<file path="config.mk">
export PLATFORM = sky130hd
export DESIGN_NAME = bss_queue
export DESIGN_NICKNAME = d
export VERILOG_FILES = /design/src/hdl/bss_pkg.sv /design/src/hdl/bss_queue.sv
export SDC_FILE = /design/constraint.sdc
export NUM_CORES = 1
export LEC_CHECK = 0
export BUFFER_PORTS_ARGS = -buffer_cell sky130_fd_sc_hd__buf_2
export CAP_MARGIN = 25
export CORE_MARGIN = 2
export CORE_UTILIZATION = 50
export DETAILED_ROUTE_END_ITERATION = 12
export GPL_TIMING_DRIVEN = 0
export PLACE_DENSITY_LB_ADDON = 0.08
export SETUP_SLACK_MARGIN = 0.05
export SLEW_MARGIN = 20
export SYNTH_ARGS = -nofsm -noshare
export SYNTH_HDL_FRONTEND = slang
export SYNTH_SLANG_ARGS = --single-unit
export TNS_END_PERCENT = 10
</file>
<file path="constraint.sdc">
create_clock -name i_clk -period 5.8 [get_ports i_clk]
set_input_delay 0.87 -clock i_clk [delete_from_list [all_inputs] [get_ports i_clk]]
set_output_delay 0.87 -clock i_clk [all_outputs]
set_load 0.05 [all_outputs]
</file>
<file path="src/hdl/bss_pkg.sv">
// types and constants shared by the bounded sequence store
`default_nettype none
package bss_pkg;

    localparam int DW = 32;
    localparam int IW = 9;
    localparam int FW = 9;
    localparam int SW = 40;

    // element memory entries; fill and count are FW bits wide to match
    localparam int DEPTH = 256;

    localparam logic [FW-1:0] CAP_RESET = 9'd256;
    localparam logic REG_CAPACITY = 1'b0;

    typedef enum logic [3:0] {
        CMD_APPEND  = 4'd0,
        CMD_DELETE  = 4'd1,
        CMD_GET     = 4'd2,
        CMD_SET     = 4'd3,
        CMD_CLEAR   = 4'd4,
        CMD_ORDERED = 4'd5,
        CMD_PARITY  = 4'd6,
        CMD_MULT    = 4'd7,
        CMD_MINMAX  = 4'd8,
        CMD_PALIN   = 4'd9,
        CMD_SUM     = 4'd10
    } t_cmd_code;

    typedef enum logic [3:0] {
        OP_APPEND,
        OP_DELETE,
        OP_GET,
        OP_SET,
        OP_CLEAR,
        OP_ORDERED,
        OP_PARITY,
        OP_MULT,
        OP_MINMAX,
        OP_PALIN,
        OP_SUM,
        OP_NOP
    } t_op;

    typedef enum logic [2:0] {
        ST_OK        = 3'd0,
        ST_BAD_INDEX = 3'd1,
        ST_NOT_FOUND = 3'd2,
        ST_EMPTY     = 3'd3,
        ST_FULL      = 3'd4,
        ST_ZERO_DIV  = 3'd5
    } t_status;

    typedef enum logic [2:0] {
        S_IDLE,
        S_READ,
        S_EXEC,
        S_DIV,
        S_DONE
    } t_bstate;

    typedef struct packed {
        t_op                   op;
        logic signed [IW-1:0]  index;
        logic signed [DW-1:0]  value;
    } t_item;

    typedef struct packed {
        t_status               status;
        logic signed [DW-1:0]  first;
        logic signed [DW-1:0]  second;
        logic signed [SW-1:0]  total;
        logic [FW-1:0]         count;
    } t_result;

endpackage
`default_nettype wire

</file>
<file path="src/hdl/bss_queue.sv">
// two-entry queue of decoded items between front and back
`default_nettype none
module bss_queue
    import bss_pkg::*;
(
    input  wire    i_clk,
    input  wire    i_rst_n,
    input  wire    i_push,
    input  t_item  i_data,
    output logic   o_full,
    input  wire    i_pop,
    output logic   o_valid,
    output t_item  o_data
);

    t_item      r_mem [2];
    logic       r_wp;
    logic       r_rp;
    logic [1:0] r_cnt;

    always_ff @(posedge i_clk) begin
        if (!i_rst_n) begin
            r_wp  <= 1'b0;
            r_rp  <= 1'b0;
            r_cnt <= 2'd0;
        end else begin
            if (i_push) begin
                r_wp <= !r_wp;
            end
            if (i_pop) begin
                r_rp <= !r_rp;
            end
            r_cnt <= r_cnt + 2'(i_push) - 2'(i_pop);
        end
    end

    always_ff @(posedge i_clk) begin
        if (i_push) begin
            r_mem[r_wp] <= i_data;
        end
    end

    assign o_full  = (r_cnt == 2'd2);
    assign o_valid = (r_cnt != 2'd0);
    assign o_data  = r_mem[r_rp];

endmodule
`default_nettype wire

</file>
==> results of run 1 <==
through the flow:
| step | utilization [%] | instances | area (um2) | hold WS, ps |
|---|---|---|---|---|
| 6_report | 62.98 | 372 | 4519 | 579.1 |
| 3_5_place_dp | 60.03 | 356 | 4308 | 566.5 |
| 5_1_grt | 62.98 | 372 | 4519 | 595.0 |
| 2_1_floorplan | - | 161 | 3679 | 554.6 |
| 4_1_cts | 62.98 | 372 | 4519 | 582.7 |
| 3_3_place_gp | 59.62 | 355 | 4278 | 566.6 |
registers in the layout, indices dropped and copies added, names as in the netlist, named ones only:
register,flops
r_wp,1
r_cnt,2
r_rp,1
r_mem,90
worst min-delay path: stages, from the launching register on:
cell	delay, ps
dfxtp_1	330
xor2_1	70
and2_1	140
power groups by stage:
stage               Combinational (mW)  Sequential (mW)  Clock [mW]
detailed placement               0.311            0.819           0
finish                           0.308            0.802       0.451
global placement                 0.305            0.819           0
global route                     0.325            0.806       0.488
CTS                              0.312            0.803       0.464
floorplan                        0.246            0.816           0
kinds of logic after synthesis:
logic type                 count (synthesis)  share of synthesized area [%]
buffers and inverters                      7                          2.687
adders and majority gates                  2                         0.6802
AOI/OAI and AO/OA                          1                         0.2042
xor gates and xnor gates                   2                         0.8503
and+or+nand+nor                            9                          1.531
muxes                                     45                          17.86
DFF                                       95                          76.19
routing by layer:
layer  GRT usage, %  vias up
met5              0        -
met4          5.385        0
met3          4.862        7
met2          25.19       58
met1          16.88      844
li1               -      836
cell type report:
| type | instances | area, um2 |
|---|---|---|
| well taps | 99 | 123.9 |
| flip-flops and latches | 95 | 2803 |
| multi-input cells | 59 | 787.0 |
| inverters | 2 | 7.507 |
| repair buffers | 96 | 495.5 |
| clock inverters | 7 | 87.58 |
| plain buffers | 5 | 91.34 |
| clock buffers | 9 | 123.9 |
| fillers | 516 | 2656 |
final timing paths:
path | startpoint | to | cells after the start
hold / removal | r_rp$_SDFFE_PN0P_ | r_rp$_SDFFE_PN0P_ | 2
hold reg to reg | r_rp$_SDFFE_PN0P_ | r_rp$_SDFFE_PN0P_ | 2
setup reg to reg | r_wp$_SDFFE_PN0P_ | r_mem[0][34]$_DFFE_PP_ | 2
setup / recovery | flop | o_data[18] | 4
cell usage in the layout, fill, tap and decap left out, types with 3 or more instances in the layout:
| master | instances |
|---|---|
| and2_1 | 3 |
| clkbuf_8 | 9 |
| buf_12 | 5 |
| dfxtp_1 | 5 |
| mux2_4 | 40 |
| edfxtp_1 | 90 |
| buf_2 | 95 |
| mux2_2 | 5 |
| nor2b_1 | 3 |
==> results.yml, run 1 <==
sta:
  setup_ws_ps: 3383
  tns_ps: 0
  rsz0062_at_grt: "no"
  maxSlewViolCount: 0
  clock_skew_ps: 4.712
  fin_crit_sh_pct: 41.68
  tightest_slew_ps: 757.0
  period_minus_slack_ps: 2417
  hold_viol: 0
  slew_headroom_pct: 49.43
  setup_viol_count_final: 0
  fmaxAchievable_ghz: 0.4137
cts:
  clock-root-buffer: "clkbuf_8"
  postCtsHoldBufs: 0
  cts_made_buffers: 9
  clk_pin_slew_worst_paths_ps: 80
  cts_buffer_depth: 2
  postCtsSetupBuffers: 0
  numClockSinks: 95
  post_cts_resized: 0
  cts_tree: "yes"
  clk-insertion-delay-late_ps: 350
  h-tree-depth: 3
outcome:
  run_status: "finished, final reports clean"
placement:
  post-dp-hpwl_um: 3654
  place_congestion: 0.6358
  port_buffers: 95
  pre_cts_slack_ps: 3542
critical_path:
  path_cells: "buf_6 > buf_12 > mux2_4 > buf_2"
  slowest_stage: "dfxtp_1"
  worst-path-max-fanout: 10
  arrival_ps: 1550
  critical_path_class: "reg2out"
  cp-start-kind: "flop"
  worst_path_dominant_cell_family: "buffers and inverters"
  cp_num_buf_inv: 3
  critical_path.max_stage_delay_ps: 330
  reg2reg_setup_slack_ps: 4260
  endpoint_kind: "output pin"
  required_ps: 4930
global_route:
  grt-ovfl-total: 0
  grt_usage_pct: 14.53
  antenna_found_initial: 0
  grt_pass1_vias: 1835
  grt_max_degree: 46
  grt_pass1_wl_um: 8838
flow_run:
  drv_cap: 0
detailed_routing:
  drtAntennaViolNets: 0
  post-route-drc-count: 0
  top_layer: "met4"
  wl_met3_um: 326
  wl_per_cell_um: 15.03
  drt-initial-drc-count: 52
  met1_length_um: 2377
  via_count: 1745
  dr.pass1.iters: 4
  wl_met2_um: 2817
  wl_um: 5590
  vias_per_cell: 4.691
pwr:
  power-per-cell-area_nw_per_um2: 345.5
  clock_power_share_pct: 28.9
  power.total_mw: 1.562
  sw_frac_of_total_pct: 26.90
  p_seq_share_pct: 51.4
  max-vdd-ir-drop_mv: 0.1895
  p_int_mw: 1.142
  comb_power_share_pct: 19.7
  total_leakage_power_nw: 1.805
  netSwitchingPower_uw: 420.0
floorplan:
  rows: 31
  core_um2: 7176
  die_w_um: 89.78
  initial_core_util_pct: 51.26
  die_y_um: 89.78
  dieArea_um2: 8060
  io_pins: 96
synthesis:
  syn_inst: 161
  synth_top_cells_by_count: "90 x edfxtp_1, 40 x mux2_4, 5 x dfxtp_1, 5 x mux2_2"
  synth_enable_flop_cells: 90
  synth-seq-area-share_pct: 76.19
  ys_types: 14
  async_flop_share_pct: 0
  yosysWarningCount: 0
  synth.most_common_cell: "edfxtp_1"
  yosysTopAreaCellShare_pct: 73.47
  synth_nets: 212
  ys.flop_type: "edfxtp_1"
  synth.area.top_cells: "edfxtp_1 73%, mux2_4 16%, dfxtp_1 2.7%"
  ys_ff_latch: 95
  synth_top_area_cell: "edfxtp_1"
  syn-cell-area_um2: 3679
  syn_avg_cell_area_um2: 22.85
worst_hold_path:
  hp-class: "reg2reg"
final_layout:
  n_antenna_cell: 0
  nets: 319
  drive_gt1_share_pct: 59.71
  area_growth_pct: 22.86
(Power assumes the default switching activity.)
==> run 2: changes to the inputs <==
Settings changed: ABC_AREA set to 1.
Clock period 5.8 ns to 2.36 ns, I/O delays scaled along.
==> results.yml, run 2 <==
pwr:
  total_leakage_power_nw: 1.821
  power-per-cell-area_nw_per_um2: 783.7
  max-vdd-ir-drop_mv: 0.4427
detailed_routing:
  wl_per_cell_um: 14.58
  via_count: 1807
  post-route-drc-count: 0
  drt-initial-drc-count: 84
  wl_um: 5612
  drtAntennaViolNets: 0
  vias_per_cell: 4.694
  dr.pass1.iters: 4
floorplan:
  die_y_um: 89.75
  dieArea_um2: 8054
  io_pins: 96
  die_w_um: 89.75
  rows: 31
  initial_core_util_pct: 51.23
  core_um2: 7176
global_route:
  grt-ovfl-total: 0
  grt_pass1_wl_um: 9170
  grt_usage_pct: 14.79
  grt_max_degree: 24
  antenna_found_initial: 0
  grt_pass1_vias: 1940
final_layout:
  largest_reg_flops: 90
  nets: 332
  final_cell_mix: "95 x buf_2, 90 x edfxtp_1, 40 x mux2_4"
  fin_area_um2: 4496
  drive_gt1_share_pct: 56.99
  n_antenna_cell: 0
  largest-register: "r_mem"
  area_growth_pct: 22.29
  reg.largest.list: "r_mem x90, r_cnt x2"
  layout_commonest_cell: "buf_2"
synthesis:
  ys_types: 12
  syn_avg_cell_area_um2: 21.25
  ys.flop_type: "edfxtp_1"
  yosysTopAreaCellShare_pct: 73.52
  synth_enable_flop_cells: 90
  syn_inst: 173
  ys_ff_latch: 95
  synth.area.top_cells: "edfxtp_1 74%, mux2_4 16%, dfxtp_1 2.7%"
  syn-cell-area_um2: 3676
  async_flop_share_pct: 0
  yosysWarningCount: 0
  synth_top_area_cell: "edfxtp_1"
  synth_top_cells_by_count: "90 x edfxtp_1, 40 x mux2_4, 9 x nand2_1"
  synth-seq-area-share_pct: 76.24
  synth_nets: 224
  synth.most_common_cell: "edfxtp_1"
critical_path:
  endpoint_kind: "output pin"
  worstReg2RegStart: "r_wp$_SDFFE_PN0P_"
  path_cells: "buf_6 > buf_12 > mux2_4 > buf_2"
  slowest_stage: "dfxtp_1"
  worst-path-max-fanout: 10
  cp-start-kind: "flop"
  arrival_ps: 1540
  critical_path.max_stage_delay_ps: 330
  critical_path_class: "reg2out"
  required_ps: 2010
cts:
  clk_pin_slew_worst_paths_ps: 80
  post_cts_resized: 0
  postCtsSetupBuffers: 0
  numClockSinks: 95
  postCtsHoldBufs: 0
  cts_buffer_depth: 2
  clock-root-buffer: "clkbuf_8"
  cts_made_buffers: 9
  clk-insertion-delay-late_ps: 340
  h-tree-depth: 3
  cts_tree: "yes"
placement:
  place_area_um2: 4330
  place_congestion: 0.7327
  post-dp-hpwl_um: 3748
  port_buffers: 95
  pre_cts_slack_ps: 600.7
worst_hold_path:
  min_from: "i_data[21]"
  hp-class: "in2reg"
sta:
  setup_viol_count_final: 0
  slew_headroom_pct: 48.43
  setup_ws_ps: 462.1
  rsz0062_at_grt: "no"
  hold_viol: 0
  fin_crit_sh_pct: 80.42
  period_minus_slack_ps: 1898
  fmaxAchievable_ghz: 0.5269
  maxSlewViolCount: 0
  tightest_slew_ps: 771.7
  clock_skew_ps: 6.623
flow_run:
  drv_cap: 0
outcome:
  run_status: "finished, final reports clean"
[run 2: stage by stage]
step | power [mW] | util, % | TNS [ps] | cells | hold slack [ps]
CTS | 3.568 | 62.65 | 0 | 385 | 169.4
floorplan | 2.514 | - | 0 | 173 | 447.5
detailed placement | 2.675 | 60.35 | 0 | 369 | 502.0
global placement | 2.654 | 59.62 | -20200 | 367 | 475.7
global route | 3.660 | 62.65 | 0 | 385 | 170.1
finish | 3.523 | 62.65 | 0 | 385 | 190.3
[run 2: logic make-up (layout without fill, tap and decap cells)]
logic type	after synthesis	after routing	share of synthesized area [%]
AND/OR/NAND/NOR	18	18	1.872
adder cells (fa/ha/maj)	2	2	0.6806
buffers and inverters	12	125	3.200
AO/OA/AOI/OAI	1	1	0.1360
multiplexers	45	45	17.87
flip-flops	95	95	76.24
[run 2: metal layers]
metal / share of wire, % / global-route usage [%] / vias up
li1: - / - / 872
met1: 41 / 17.32 / 868
met2: 52 / 24.94 / 62
met3: 6.1 / 4.191 / 5
met4: 1.3 / 7.692 / 0
met5: 0 / 0 / -
[run 2: path summary, 6_finish.rpt]
check | end | slack, ps | cells after the start
max | o_data[35] | 460 | 4
min | r_mem[1][21]$_DFFE_PP_ | 190 | 1
min reg2reg | r_rp$_SDFFE_PN0P_ | 520 | 2
max reg2reg | r_mem[0][18]$_DFFE_PP_ | 810 | 2
[run 2: power by group]
| part | total [mW] | switching, mW | internal, mW | leakage, nW |
|---|---|---|---|---|
| Sequential | 1.97 | 0.0238 | 1.95 | 0.886 |
| Combinational | 0.659 | 0.431 | 0.227 | 0.854 |
| Clock | 0.896 | 0.518 | 0.377 | 0.0797 |
[run 2: layout make-up]
class / instances / area [um2]
clock buffer: 10 / 127.6
fill: 559 / 2680
inverter: 7 / 26.28
tap: 99 / 123.9
sequential: 95 / 2803
buffer: 5 / 91.34
multi-input combinational: 66 / 763.2
timing repair buffer: 97 / 523.0
clock inverter: 6 / 37.54
[run 2: critical path: cells and delay by family, from the launching register on]
kind	cells	cell delay [ps]
buffers and inverters	3	560
flip-flops	1	330
multiplexers	1	300
==> run 3: changes to the inputs <==
Settings changed: CORE_UTILIZATION 50 to 47.
Clock period 2.36 ns to 1.7 ns, I/O delays scaled along.
==> results.yml, run 3 (synthesis results as in run 2) <==
global_route:
  grt-ovfl-total: 0
  grt_usage_pct: 14.19
  grt_pass1_vias: 1944
  grt_pass1_wl_um: 9066
  antenna_found_initial: 0
  grt_max_degree: 25
critical_path:
  cp_num_buf_inv: 2
  critical_path.max_stage_delay_ps: 390
  endpoint_kind: "output pin"
  cp-start-kind: "flop"
  path_cells: "bufbuf_16 > mux2_2 > buf_6"
  arrival_ps: 1480
  critical_path_class: "reg2out"
  required_ps: 1440
  worst-path-max-fanout: 4
  slowest_stage: "dfxtp_4"
  worst_path_dominant_cell_family: "buffers and inverters"
worst_hold_path:
  hp-class: "in2reg"
cts:
  clk-insertion-delay-late_ps: 340
  cts_tree: "yes"
  clk_pin_slew_worst_paths_ps: 90
  h-tree-depth: 3
  cts_buffer_depth: 2
  clock-root-buffer: "clkbuf_8"
  cts_made_buffers: 9
  numClockSinks: 95
  postCtsHoldBufs: 0
sta:
  holdWs_ps: 93.10
  hold_viol: 0
  fin_crit_sh_pct: 101.9
  clock_skew_ps: 7.848
  rsz0062_at_grt: "yes"
  slew_headroom_pct: 52.62
  setup_viol_count_final: 45
  tightest_slew_ps: 709.0
  period_minus_slack_ps: 1732
  maxSlewViolCount: 0
  fmaxAchievable_ghz: 0.5775
  setup_ws_ps: -31.50
floorplan:
  initial_core_util_pct: 48.07
  io_pins: 96
  die_y_um: 92.44
  core_um2: 7647
  dieArea_um2: 8545
  die_w_um: 92.44
  rows: 32
final_layout:
  final_cell_mix: "90 x edfxtp_1, 50 x buf_2, 43 x buf_6"
  layout_commonest_cell: "edfxtp_1"
  fin_area_um2: 4984
  area_growth_pct: 35.57
  reg.largest.list: "r_mem x90, r_cnt x2"
  largest-register: "r_mem"
  largest_reg_flops: 90
  drive_gt1_share_pct: 58.36
  nets: 339
  n_antenna_cell: 0
pwr:
  power-per-cell-area_nw_per_um2: 1056
  total_leakage_power_nw: 2.008
  max-vdd-ir-drop_mv: 0.5474
  clock_power_share_pct: 26.6
  netSwitchingPower_mw: 1.388
  comb_power_share_pct: 21.3
  p_seq_share_pct: 52.0
  sw_frac_of_total_pct: 26.39
  p_int_mw: 3.872
detailed_routing:
  dr.pass1.iters: 4
  wl_um: 5933
  drt-initial-drc-count: 61
  post-route-drc-count: 0
  vias_per_cell: 4.759
  via_count: 1880
  drtAntennaViolNets: 0
  wl_per_cell_um: 15.02
flow_run:
  drv_cap: 0
placement:
  port_buffers: 95
  post-dp-hpwl_um: 3899
  place_congestion: 0.6469
  place_area_um2: 4327
outcome:
  violations: "negative setup slack"
  run_status: "finished, violations left"
==> run 3: changes by cell type in the layout (fill, tap and decap cells not counted), sizes merged <==
cell	delta
buf	+1
bufbuf	+1
bufinv	+1
clkbuf	+6
clkinv	-2
==> run 3: what timing repair did <==
item,in CTS,in global routing
gates cloned,1,5
resized for setup,92,4
hold endpoints to repair,0,0
endpoints found under the setup margin,45,45
setup buffers,0,1
==> run 3: worst paths after layout <==
check,from,end,slack (ps),cells after the start
hold reg to reg,r_rp$_SDFFE_PN0P_,r_rp$_SDFFE_PN0P_,520,2
setup reg to reg,r_wp$_SDFFE_PN0P_,r_mem[1][11]$_DFFE_PP_,190,3
setup / recovery,flop,o_data[3],-30,3
hold / removal,i_data[14],r_mem[1][14]$_DFFE_PP_,90,1
==> run 3: worst reg2reg max path, cell delays in order, from the launching register on <==
cell and delay [ps]:
dfxtp_1 400, nand2_1 100, inv_2 430, buf_12 260
==> run 3: layout make-up <==
cell class | count | area [um2]
timing repair buffer | 104 | 969.7
fill | 556 | 2664
tap | 102 | 127.6
inverter | 7 | 26.28
buffer | 5 | 100.1
clock buffer | 11 | 131.4
multi-input combinational | 66 | 763.2
clock inverter | 5 | 58.81
sequential | 95 | 2806
==> run 3: metal layers <==
metal,global-route usage [%],wire length (um),part of all wire (%),up-vias
met1,15.75,2395,40,925
met3,3.336,290,4.9,6
met4,6.716,74,1.2,0
met5,0,0,0,-
met2,25.61,3173,53,58
li1,-,-,-,891
==> run 3: power groups by stage <==
stage                     sequential [mW]  combinational (mW)  clock, mW
after floorplan                      2.78               0.709          0
after global placement               2.78               0.902          0
after detailed placement             2.79               0.926          0
after CTS                            2.74                1.08       1.45
after global routing                 2.75                1.18       1.53
final                                2.74                1.12       1.40
==> run 3: stage by stage <==
step / setup slack, ps / instances / utilization, % / TNS (ps) / power [mW]
2_1_floorplan: -41.10 / 173 / - / -1850 / 3.490
3_3_place_gp: -606.9 / 370 / 56.05 / -36970 / 3.687
3_5_place_dp: 91.10 / 372 / 56.58 / 0 / 3.715
4_1_cts: -57.68 / 389 / 63.24 / -2128 / 5.264
5_1_grt: -80.52 / 395 / 65.17 / -3136 / 5.458
6_report: -31.50 / 395 / 65.17 / -661.9 / 5.260
